**src/rtl/s88fcd_pkg.sv**
```systemverilog
package s88fcd_pkg;

    localparam int MAX_MODULES_DEF = 32;
    localparam int NUM_CHAINS_DEF  = 4;

    // Limits that fix the packed widths shared between modules.
    localparam int CHAIN_LIMIT = 4;
    localparam int ROW_W_LIMIT = 9;

    localparam int ADDR_W      = 11;
    localparam int STATUS_W    = 8;
    localparam int CFG_IDX_W   = 3;
    localparam int CFG_DATA_W  = 8;
    localparam int QUEUE_DEPTH = 2;

    localparam logic CMD_START  = 1'b0;
    localparam logic CMD_SAMPLE = 1'b1;

    // Data line of each chain in the raw status byte; chain one is inverted.
    localparam logic [STATUS_W-1:0] LINE_MASK [CHAIN_LIMIT] = '{8'h40, 8'h80, 8'h20, 8'h10};
    localparam logic [CHAIN_LIMIT-1:0] LINE_INVERT = 4'b0010;

    typedef struct packed {
        logic                command;
        logic [STATUS_W-1:0] status_byte;
    } t_in_item;

    typedef struct packed {
        logic [ADDR_W-1:0] feedback_address;
        logic              feedback_state;
        logic              last_event;
    } t_out_item;

    // One sample after classification: store row, chains to compare, new bits.
    typedef struct packed {
        logic [ROW_W_LIMIT-1:0] row;
        logic [CHAIN_LIMIT-1:0] active;
        logic [CHAIN_LIMIT-1:0] bits;
    } t_work;

endpackage

```
**src/rtl/s88fcd_front.sv**
```systemverilog
module s88fcd_front #(
    parameter int MAX_MODULES = s88fcd_pkg::MAX_MODULES_DEF,
    parameter int NUM_CHAINS  = s88fcd_pkg::NUM_CHAINS_DEF
) (
    input  logic                              i_clk,
    input  logic                              i_rst_n,
    input  logic                              i_push,
    input  s88fcd_pkg::t_in_item              i_in,
    output logic                              o_full,
    input  logic                              i_queue_full,
    input  logic                              i_clearing,
    output logic                              o_work_push,
    output s88fcd_pkg::t_work                 o_work,
    input  logic                              i_cfg_valid,
    output logic                              o_cfg_ready,
    input  logic [s88fcd_pkg::CFG_IDX_W-1:0]  i_cfg_index,
    input  logic [s88fcd_pkg::CFG_DATA_W-1:0] i_cfg_data
);

    localparam int CL = s88fcd_pkg::CHAIN_LIMIT;

    localparam logic [s88fcd_pkg::CFG_IDX_W-1:0] REG_BUS_COUNT = 3'd0;
    localparam logic [s88fcd_pkg::CFG_IDX_W-1:0] REG_MODULES_0 = 3'd1;
    localparam logic [s88fcd_pkg::CFG_IDX_W-1:0] REG_MODULES_1 = 3'd2;
    localparam logic [s88fcd_pkg::CFG_IDX_W-1:0] REG_MODULES_2 = 3'd3;
    localparam logic [s88fcd_pkg::CFG_IDX_W-1:0] REG_MODULES_3 = 3'd4;
    localparam logic [s88fcd_pkg::CFG_IDX_W-1:0] REG_POLLING   = 3'd5;

    logic [2:0] r_bus_count;
    logic [5:0] r_modules [CL];
    logic       r_polling;
    logic [5:0] r_module_pos;
    logic [2:0] r_bit_pos;
    logic       r_scan_open;

    logic [5:0] n_module_pos;
    logic [2:0] n_bit_pos;
    logic       n_scan_open;

    logic [2:0]    chains;
    logic [6:0]    clamp [CL];
    logic [6:0]    scan_len;
    logic [6:0]    pos_ext;
    logic          in_scan;
    logic          accept;
    logic          take_sample;
    logic [CL-1:0] active;
    logic [CL-1:0] bits;

    assign o_cfg_ready = 1'b1;
    assign o_full      = i_queue_full || i_clearing;
    assign accept      = i_push && !o_full;
    assign pos_ext     = {1'b0, r_module_pos};

    always_comb begin
        chains = (r_bus_count > 3'(NUM_CHAINS)) ? 3'(NUM_CHAINS) : r_bus_count;
        for (int c = 0; c < CL; c++) begin
            clamp[c] = ({1'b0, r_modules[c]} > 7'(MAX_MODULES)) ? 7'(MAX_MODULES)
                                                                : {1'b0, r_modules[c]};
            bits[c]  = ((i_in.status_byte & s88fcd_pkg::LINE_MASK[c]) != '0)
                       ^ s88fcd_pkg::LINE_INVERT[c];
            active[c] = (c < NUM_CHAINS) && (3'(c) < chains) && (pos_ext < clamp[c]);
        end
        // With no chain compared the scan still runs over the full chain length.
        if (chains == 3'd0) begin
            scan_len = 7'(MAX_MODULES);
        end else begin
            scan_len = 7'd0;
            for (int c = 0; c < CL; c++) begin
                if ((c < NUM_CHAINS) && (3'(c) < chains) && (clamp[c] > scan_len)) begin
                    scan_len = clamp[c];
                end
            end
        end
        in_scan = r_scan_open && (pos_ext < scan_len);
    end

    assign take_sample = accept && r_polling && (i_in.command == s88fcd_pkg::CMD_SAMPLE)
                         && in_scan;
    assign o_work_push = take_sample && (active != '0);

    always_comb begin
        o_work.row    = s88fcd_pkg::ROW_W_LIMIT'({r_module_pos, r_bit_pos});
        o_work.active = active;
        o_work.bits   = bits;
    end

    always_comb begin
        n_module_pos = r_module_pos;
        n_bit_pos    = r_bit_pos;
        n_scan_open  = r_scan_open;
        if (accept && r_polling && (i_in.command == s88fcd_pkg::CMD_START)) begin
            n_module_pos = '0;
            n_bit_pos    = '0;
            n_scan_open  = 1'b1;
        end else if (take_sample) begin
            if (r_bit_pos == 3'd7) begin
                n_bit_pos = '0;
                if ((pos_ext + 7'd1) >= scan_len) begin
                    n_scan_open = 1'b0;
                end else begin
                    n_module_pos = r_module_pos + 6'd1;
                end
            end else begin
                n_bit_pos = r_bit_pos + 3'd1;
            end
        end
    end

    always_ff @(posedge i_clk) begin
        if (!i_rst_n) begin
            r_bus_count  <= '0;
            r_polling    <= 1'b1;
            r_module_pos <= '0;
            r_bit_pos    <= '0;
            r_scan_open  <= 1'b0;
            for (int c = 0; c < CL; c++) begin
                r_modules[c] <= '0;
            end
        end else begin
            r_module_pos <= n_module_pos;
            r_bit_pos    <= n_bit_pos;
            r_scan_open  <= n_scan_open;
            if (i_cfg_valid) begin
                unique case (i_cfg_index)
                    REG_BUS_COUNT: r_bus_count  <= i_cfg_data[2:0];
                    REG_MODULES_0: r_modules[0] <= i_cfg_data[5:0];
                    REG_MODULES_1: r_modules[1] <= i_cfg_data[5:0];
                    REG_MODULES_2: r_modules[2] <= i_cfg_data[5:0];
                    REG_MODULES_3: r_modules[3] <= i_cfg_data[5:0];
                    REG_POLLING:   r_polling    <= i_cfg_data[0];
                    default: ;
                endcase
            end
        end
    end

endmodule

```
**src/rtl/s88fcd_queue.sv**
```systemverilog
module s88fcd_queue (
    input  logic               i_clk,
    input  logic               i_rst_n,
    input  logic               i_push,
    input  s88fcd_pkg::t_work  i_data,
    output logic               o_full,
    output logic               o_valid,
    input  logic               i_pop,
    output s88fcd_pkg::t_work  o_data
);

    localparam int DEPTH = s88fcd_pkg::QUEUE_DEPTH;
    localparam int PW    = (DEPTH > 1) ? $clog2(DEPTH) : 1;

    s88fcd_pkg::t_work r_slot [DEPTH];
    logic [PW-1:0]     r_wr_ptr;
    logic [PW-1:0]     r_rd_ptr;
    logic [PW:0]       r_count;

    logic do_push;
    logic do_pop;

    assign o_full  = (r_count == (PW+1)'(DEPTH));
    assign o_valid = (r_count != '0);
    assign o_data  = r_slot[r_rd_ptr];
    assign do_push = i_push && !o_full;
    assign do_pop  = i_pop && o_valid;

    always_ff @(posedge i_clk) begin
        if (!i_rst_n) begin
            r_wr_ptr <= '0;
            r_rd_ptr <= '0;
            r_count  <= '0;
        end else begin
            if (do_push) begin
                r_wr_ptr <= (r_wr_ptr == PW'(DEPTH - 1)) ? '0 : r_wr_ptr + 1'b1;
            end
            if (do_pop) begin
                r_rd_ptr <= (r_rd_ptr == PW'(DEPTH - 1)) ? '0 : r_rd_ptr + 1'b1;
            end
            if (do_push && !do_pop) begin
                r_count <= r_count + 1'b1;
            end else if (do_pop && !do_push) begin
                r_count <= r_count - 1'b1;
            end
        end
    end

    always_ff @(posedge i_clk) begin
        if (do_push) begin
            r_slot[r_wr_ptr] <= i_data;
        end
    end

endmodule

```
**src/rtl/s88fcd_back.sv**
```systemverilog
module s88fcd_back #(
    parameter int MAX_MODULES = s88fcd_pkg::MAX_MODULES_DEF,
    parameter int NUM_CHAINS  = s88fcd_pkg::NUM_CHAINS_DEF
) (
    input  logic                  i_clk,
    input  logic                  i_rst_n,
    input  logic                  i_work_valid,
    input  s88fcd_pkg::t_work     i_work,
    output logic                  o_work_pop,
    output logic                  o_clearing,
    input  logic                  i_pop,
    output logic                  o_empty,
    output s88fcd_pkg::t_out_item o_out
);

    localparam int ROWS   = MAX_MODULES * 8;
    localparam int RW     = $clog2(ROWS);
    localparam int NC     = NUM_CHAINS;
    localparam int CW     = (NC > 1) ? $clog2(NC) : 1;
    localparam int CALC_W = s88fcd_pkg::ADDR_W + 1;

    // One row per shift position, one bit per chain.
    logic [NC-1:0] r_mem [ROWS];

    logic          r_clearing;
    logic [RW-1:0] r_clr_addr;

    logic          r_rd_valid;
    logic [RW-1:0] r_rd_row;
    logic [NC-1:0] r_rd_active;
    logic [NC-1:0] r_rd_bits;
    logic [NC-1:0] r_rdata;

    logic          r_wb_valid;
    logic [RW-1:0] r_wb_row;
    logic [NC-1:0] r_wb_data;

    logic [NC-1:0] r_ev_mask;
    logic [NC-1:0] r_ev_bits;
    logic [RW-1:0] r_ev_row;

    logic                  r_out_valid;
    s88fcd_pkg::t_out_item r_out;

    logic [NC-1:0]     old_row;
    logic [NC-1:0]     change;
    logic [NC-1:0]     new_row;
    logic [NC-1:0]     rest;
    logic [CW-1:0]     sel;
    logic [CALC_W-1:0] addr_calc;
    logic              out_can_load;
    logic              ev_emit;
    logic              ev_free;
    logic              s2_adv;
    logic              s1_free;

    // A row written in the same cycle as its read was issued comes from the
    // write-back register, since the memory returns the old contents then.
    assign old_row = (r_wb_valid && (r_wb_row == r_rd_row)) ? r_wb_data : r_rdata;
    assign change  = r_rd_active & (old_row ^ r_rd_bits);
    assign new_row = (old_row & ~r_rd_active) | (r_rd_bits & r_rd_active);

    always_comb begin
        sel = '0;
        for (int c = NC - 1; c >= 0; c--) begin
            if (r_ev_mask[c]) begin
                sel = CW'(c);
            end
        end
    end

    assign rest      = r_ev_mask & (r_ev_mask - 1'b1);
    assign addr_calc = CALC_W'(sel) * CALC_W'(ROWS) + CALC_W'(r_ev_row) + CALC_W'(1);

    assign out_can_load = !r_out_valid || i_pop;
    assign ev_emit      = (r_ev_mask != '0) && out_can_load;
    assign ev_free      = (r_ev_mask == '0) || (ev_emit && (rest == '0));
    assign s2_adv       = r_rd_valid && ev_free;
    assign s1_free      = !r_rd_valid || s2_adv;
    assign o_work_pop   = i_work_valid && s1_free && !r_clearing;

    assign o_clearing = r_clearing;
    assign o_empty    = !r_out_valid;
    assign o_out      = r_out;

    always_ff @(posedge i_clk) begin
        if (!i_rst_n) begin
            r_clearing  <= 1'b1;
            r_clr_addr  <= '0;
            r_rd_valid  <= 1'b0;
            r_wb_valid  <= 1'b0;
            r_ev_mask   <= '0;
            r_out_valid <= 1'b0;
        end else begin
            if (r_clearing) begin
                if (r_clr_addr == RW'(ROWS - 1)) begin
                    r_clearing <= 1'b0;
                end
                r_clr_addr <= r_clr_addr + 1'b1;
            end
            if (o_work_pop) begin
                r_rd_valid <= 1'b1;
            end else if (s2_adv) begin
                r_rd_valid <= 1'b0;
            end
            if (s2_adv) begin
                r_wb_valid <= 1'b1;
                r_ev_mask  <= change;
            end else if (ev_emit) begin
                r_ev_mask <= rest;
            end
            if (ev_emit) begin
                r_out_valid <= 1'b1;
            end else if (i_pop) begin
                r_out_valid <= 1'b0;
            end
        end
    end

    always_ff @(posedge i_clk) begin
        if (o_work_pop) begin
            r_rd_row    <= i_work.row[RW-1:0];
            r_rd_active <= i_work.active[NC-1:0];
            r_rd_bits   <= i_work.bits[NC-1:0];
        end
        if (s2_adv) begin
            r_wb_row  <= r_rd_row;
            r_wb_data <= new_row;
            r_ev_bits <= r_rd_bits;
            r_ev_row  <= r_rd_row;
        end
        if (ev_emit) begin
            r_out.feedback_address <= addr_calc[s88fcd_pkg::ADDR_W-1:0];
            r_out.feedback_state   <= r_ev_bits[sel];
            r_out.last_event       <= (rest == '0);
        end
    end

    always_ff @(posedge i_clk) begin
        if (r_clearing) begin
            r_mem[r_clr_addr] <= '0;
        end else if (s2_adv) begin
            r_mem[r_rd_row] <= new_row;
        end
        if (o_work_pop) begin
            r_rdata <= r_mem[i_work.row[RW-1:0]];
        end
    end

endmodule

```
**src/rtl/s88_feedback_change_detector.sv**
```systemverilog
// S88 occupancy feedback change detector.
// Input queue side: present a word on i_in and raise push; it is taken at a
// clock edge where push is high and full is low. A start word opens a scan,
// each sample word carries the raw port status after one shift clock.
// Result queue side: while empty is low, o_out holds the oldest event (contact
// address, new state, and a flag on the last event of its sample); pop takes it.
// Configuration: i_cfg_valid with i_cfg_index and i_cfg_data writes a register;
// o_cfg_ready is always high. Write only while the block is idle.
// Throughput: one word per cycle while samples cause no change; a sample with
// k changed contacts gives k events, one event per cycle while results are
// popped, and holds the event stage until its last event leaves. A two-entry
// queue between the classifier and the compare stage lets the input run on
// while events drain.
// Reset: the control registers return to defaults, then the contact store is
// cleared one row a cycle, all MAX_MODULES*8 rows, with full held high meanwhile.
// A stalled result holds on o_out; once the internal stages fill, full rises.
module s88_feedback_change_detector #(
    parameter int MAX_MODULES = s88fcd_pkg::MAX_MODULES_DEF,
    parameter int NUM_CHAINS  = s88fcd_pkg::NUM_CHAINS_DEF
) (
    input  logic                              i_clk,
    input  logic                              i_rst_n,
    input  logic                              push,
    output logic                              full,
    input  s88fcd_pkg::t_in_item              i_in,
    output logic                              empty,
    input  logic                              pop,
    output s88fcd_pkg::t_out_item             o_out,
    input  logic                              i_cfg_valid,
    output logic                              o_cfg_ready,
    input  logic [s88fcd_pkg::CFG_IDX_W-1:0]  i_cfg_index,
    input  logic [s88fcd_pkg::CFG_DATA_W-1:0] i_cfg_data
);

    logic              queue_full;
    logic              queue_valid;
    logic              clearing;
    logic              work_push;
    logic              work_pop;
    s88fcd_pkg::t_work work_in;
    s88fcd_pkg::t_work work_out;

    s88fcd_front #(
        .MAX_MODULES(MAX_MODULES),
        .NUM_CHAINS (NUM_CHAINS)
    ) u_front (
        .i_clk       (i_clk),
        .i_rst_n     (i_rst_n),
        .i_push      (push),
        .i_in        (i_in),
        .o_full      (full),
        .i_queue_full(queue_full),
        .i_clearing  (clearing),
        .o_work_push (work_push),
        .o_work      (work_in),
        .i_cfg_valid (i_cfg_valid),
        .o_cfg_ready (o_cfg_ready),
        .i_cfg_index (i_cfg_index),
        .i_cfg_data  (i_cfg_data)
    );

    s88fcd_queue u_queue (
        .i_clk  (i_clk),
        .i_rst_n(i_rst_n),
        .i_push (work_push),
        .i_data (work_in),
        .o_full (queue_full),
        .o_valid(queue_valid),
        .i_pop  (work_pop),
        .o_data (work_out)
    );

    s88fcd_back #(
        .MAX_MODULES(MAX_MODULES),
        .NUM_CHAINS (NUM_CHAINS)
    ) u_back (
        .i_clk       (i_clk),
        .i_rst_n     (i_rst_n),
        .i_work_valid(queue_valid),
        .i_work      (work_out),
        .o_work_pop  (work_pop),
        .o_clearing  (clearing),
        .i_pop       (pop),
        .o_empty     (empty),
        .o_out       (o_out)
    );

endmodule

```
**config.mk**
```make
export PLATFORM = sky130hd
export DESIGN_NAME = s88_feedback_change_detector
export DESIGN_NICKNAME = d
export VERILOG_FILES = /design/src/rtl/s88fcd_pkg.sv /design/src/rtl/s88fcd_front.sv /design/src/rtl/s88fcd_queue.sv /design/src/rtl/s88fcd_back.sv /design/src/rtl/s88_feedback_change_detector.sv
export SDC_FILE = /design/constraint.sdc
export NUM_CORES = 2
export LEC_CHECK = 0
export BUFFER_PORTS_ARGS = -buffer_cell sky130_fd_sc_hd__buf_2
export CAP_MARGIN = 25
export CORE_UTILIZATION = 40
export DETAILED_ROUTE_END_ITERATION = 7
export HOLD_SLACK_MARGIN = 0.1
export PLACE_DENSITY_LB_ADDON = 0.1
export SKIP_CTS_REPAIR_TIMING = 1
export SLEW_MARGIN = 25
export SYNTH_ARGS = -nofsm -noshare
export SYNTH_HDL_FRONTEND = slang
export SYNTH_SLANG_ARGS = --single-unit
```
**constraint.sdc**
```tcl
create_clock -name i_clk -period 12.71 [get_ports i_clk]
set_input_delay 1.9065 -clock i_clk [delete_from_list [all_inputs] [get_ports i_clk]]
set_output_delay 1.9065 -clock i_clk [all_outputs]
set_load 0.05 [all_outputs]
```
==> results.md <==
Status:
- The flow ran to the end, and the final reports show no timing, DRC or antenna violations.

Floorplan:
- The die area is 122000 sq um.
- Once the floorplan was initialized, standard cells occupied 40.6% of the core.
- The boundary pin count is 41.
- The total area inside the core boundary comes to 119000 sq um.
- The standard-cell row count is 126.
- The width of the die is 349 microns.
- The die height is 349 microns.

Power and ir drop:
- The maximum VDD drop is 0.124 mV.
- The analysis attributes to cell leakage a power of 19.3 nW.
- Dividing total power by cell area gives a power density of 141 nW/um^2.
- The total chip power is 7.60 mW.

Routing:
- The first detailed-routing pass ran for 5 iterations.
- The detailed-route via count is 28800.
- The count of unresolved DRC violations after routing is 0.
- Once detail routing completed, the nets flagged for antenna violations numbered 0.
- After detailed routing, the total wire length is 128000 microns.
- The vias per cell is 5.53.
- The detailed router's first-iteration violation count is 2540.
- The wire length per cell after detailed routing is 24.5 microns.

Worst setup path:
- The worst reg2reg path startpoint is u_front.r_bus_count[2].
- Along the worst path, the maximum fanout reaches 11.
- The kind of start point of the critical path is a register.
- Data on the critical path is required at its endpoint by 13.35 ns.
- The endpoint of the worst register-to-register path is u_queue.r_count[1].
- The delay of the slowest critical-path stage is 0.61 ns.
- The worst setup path is captured at a register.
- The arrival time reported for the critical path endpoint is 10.49 ns.
- The start-to-end type of the worst setup path is register to register.
- The most critical setup path has its startpoint at u_front.r_bus_count[2].
- The most common cell type on the critical path is sky130_fd_sc_hd__o21a_1.
- In this run the register-to-register setup slack is 2.86 ns.
- Counting cells, the worst reg-to-reg path comes to 40.
- The slowest cell on the critical path is sky130_fd_sc_hd__o21ai_1.

Logic synthesis:
- The post-synthesis cell type with the largest combined area is sky130_fd_sc_hd__edfxtp_1.
- The fraction of the yosys area taken by sequential cells is 71.8%.
- The gate count after technology mapping is 3530.
- Yosys instantiated no cell more often than sky130_fd_sc_hd__edfxtp_1.
- The post-synthesis async set-or-reset flop share is 0%.
- The fraction of post-synthesis cell area in the top cell type by area is 70.4%.
- The commonest cells after synthesis are 1129 x sky130_fd_sc_hd__edfxtp_1, 590 x sky130_fd_sc_hd__nand2_1, 299 x sky130_fd_sc_hd__nor2_1.
- The post-synthesis cell area is 48200 sq um.
- The number of nets produced by synthesis is 3611.
- The synthesized netlist contains 62 unique library cells.
- The synthesis-stage register bit count is 1164.
- During synthesis, Yosys emitted a total of 0 warnings.
- The synthesized design contains 1129 enable-type register cells.
- A synthesized cell averages 13.7 sq um.
- Among all flip-flop cells after synthesis, the most frequent one is sky130_fd_sc_hd__edfxtp_1.
- Ranked by total cell area, the synthesized netlist is headed by sky130_fd_sc_hd__edfxtp_1 70%, sky130_fd_sc_hd__mux2i_1 5.4%, sky130_fd_sc_hd__nand2_1 4.6%.

Layout:
- The multi-input combinational cells in the finished layout cover a total of 12700 sq um.
- Of the cells placed in the final design, the portion with a size suffix greater than 1 is 8.61%.
- From synthesis to final layout, the design area changed by 11.7%.
- The sequential cell area is 34600 sq um.
- The number of inserted filler cells in the final layout is 10500.
- The number of nets in the layout is 3596.
- The finished layout holds 5212 standard cells, fillers aside.

CTS:
- TritonCTS built the clock tree.
- In this run the number of H-tree levels came out at 3.
- Counting every sink on the clock net gives 1164.
- The cell sitting at the root of the clock tree is a sky130_fd_sc_hd__clkbuf_16.
- The register clock-pin slew on the reported worst setup and hold paths is 0.06 ns.
- The later pin in the worst-skew pair is clocked with a latency of 0.71 ns.
- The maximum root-to-sink buffer count is 3.
- The CTS buffer count is 119.

STA:
- Setup violations remaining at the end of the flow were counted as 0.
- Setup repair after global routing left no endpoint under its margin.
- The number of max-slew violations in the final report is 0.
- Static timing analysis puts the maximum clock frequency at 0.102 GHz.
- The clock period could shrink to 9.85 ns.
- The worst setup skew after layout is 0.0269 ns.
- The final hold violation count is 0.
- For the pin with the worst max-slew slack, the measured transition is 1.05 ns.
- In the finished design, the share of the clock period the worst path needs comes to 77.5%.
- Headroom to the max-slew limit came out at 30.1%.
- Setup total negative slack on the finished layout was measured at 0 ns.

Placement:
- The congestion estimate from routability-driven global placement came to 0.836.
- The number of port buffers is 33.
- The total half-perimeter wirelength after legalization and detailed placement is 73800 microns.
- The number of placed cells counting well taps is 4993.

Global routing:
- Global routing used 3.25% of the available met3 tracks.
- For this run, global-route usage on met1 was measured as 27.1%.
- The layer flagged by global routing as most heavily used is met2.
- The initial antenna violation count is 5.
- Global routing finished with a remaining overflow of 0.
- Entering global routing, the biggest net connects 191 pins.
- Global routing consumed, over all layers together, 20.9% of the routing resources.
- The number of global-route vias before repair came to 29400.
- For met2 alone, demand over resource in global routing was 36.1%.
- The wire length of the first global-routing pass is 188000 microns.

Min path:
- For hold timing, the worst endpoint is u_back.r_wb_valid.
- The worst min-delay path startpoint is u_back.r_wb_valid.
- The count of cells along the worst hold path is 2.
- The class of the tightest hold or removal check is register to register.

Job:
- The number of max-capacitance violations reported is 0.
[kinds of logic (layout without fill, tap and decap cells)]
kind of cell / Yosys count / count (layout) / share of synthesized area [%]
other: 1 / 2 / 0.00778
XOR/XNOR: 32 / 32 / 0.582
adder cells (fa/ha/maj): 57 / 57 / 1.47
AO/OA/AOI/OAI: 444 / 444 / 5.98
buffers and inverters: 261 / 342 / 2.24
flip-flops: 1164 / 1164 / 71.8
multiplexers: 294 / 294 / 6.62
AND/OR/NAND/NOR: 1277 / 1277 / 11.3
[cell usage in the layout (no fill, tap or decap), types with 17 or more instances in the layout]
cell and instances:
sky130_fd_sc_hd__a21oi_1 60, sky130_fd_sc_hd__a31oi_1 82, sky130_fd_sc_hd__a32oi_1 34, sky130_fd_sc_hd__and2_1 26, sky130_fd_sc_hd__buf_2 34, sky130_fd_sc_hd__buf_4 28
sky130_fd_sc_hd__clkbuf_16 121, sky130_fd_sc_hd__clkinv_1 38, sky130_fd_sc_hd__clkinv_2 25, sky130_fd_sc_hd__dfxtp_1 35, sky130_fd_sc_hd__edfxtp_1 1129, sky130_fd_sc_hd__ha_1 56
sky130_fd_sc_hd__inv_1 49, sky130_fd_sc_hd__mux2i_1 260, sky130_fd_sc_hd__mux4_2 17, sky130_fd_sc_hd__nand2_1 578, sky130_fd_sc_hd__nand2b_1 21, sky130_fd_sc_hd__nand3_1 252
sky130_fd_sc_hd__nor2_1 299, sky130_fd_sc_hd__nor3_1 29, sky130_fd_sc_hd__o21a_1 26, sky130_fd_sc_hd__o21ai_0 45, sky130_fd_sc_hd__o22ai_1 133
[state kept, by name, summed over array words and instances (netlist names), 4 cells and up, named ones only]
signal / count
u_back.r_mem: 1024
u_queue.r_slot: 32
u_front.r_modules: 24
u_back.o_out: 13
u_back.r_clr_addr: 8
u_back.r_rd_row: 8
u_back.r_wb_row: 8
u_front.r_module_pos: 6
u_back.r_ev_bits: 4
u_back.r_ev_mask: 4
u_back.r_rd_active: 4
u_back.r_rd_bits: 4
u_back.r_rdata: 4
u_back.r_wb_data: 4
[final cells by class]
type                       count  area share [%]
sequential                  1164            64.3
timing repair buffer          72            1.10
tap                         1600            3.72
clock inverter                83            1.22
multi-input combinational   2105            23.5
inverter                      53           0.384
antenna                        1         0.00465
clock buffer                 134            5.72
[metal layers]
layer  up-vias  wire length (microns)  share of wire, %
li1      13200                      -                 -
met1     14600                  54200                42
met2       877                  63200                49
met3       189                   7180               5.6
met4         0                   3160               2.5
met5         -                      0                 0
[critical path, delay by kind of cell (launching register included)]
family,cells,cell delay [ns]
mux,2,0.75
fa+ha+maj,5,1.37
buf+inv,2,0.16
compound gates,21,4.77
simple gates,10,2.36
flops,1,0.39
[through the flow]
stage | setup slack, ns | hold slack [ns] | util, % | area [sq um]
2_1_floorplan | 3.81 | 0.440 | - | 48200
3_3_place_gp | 3.13 | 0.455 | 42.1 | 50000
3_5_place_dp | 3.01 | 0.483 | 42.1 | 50000
4_1_cts | 2.98 | 0.499 | 45.3 | 53800
5_1_grt | 2.15 | 0.531 | 45.3 | 53800
6_report | 2.86 | 0.487 | 45.3 | 53800
[power breakdown]
part           leakage [nW]  switching [mW]  internal (mW)
Sequential             11.1         0.00567           4.16
Clock                  1.82            1.45           1.89
Combinational          6.37          0.0674         0.0277
[worst max-delay path by stage]
stage,to,slack (ns),cells after the start
2_1_floorplan,u_queue.r_slot[1][0],3.81,39
3_3_place_gp,u_queue.r_count[1],3.13,40
3_5_place_dp,u_queue.r_slot[0][0],3.01,37
4_1_cts,u_queue.r_slot[0][4],2.98,37
5_1_grt,u_queue.r_slot[0][4],2.15,37
6_report,u_queue.r_count[1],2.86,40
Power figures use the tool's default switching activity.
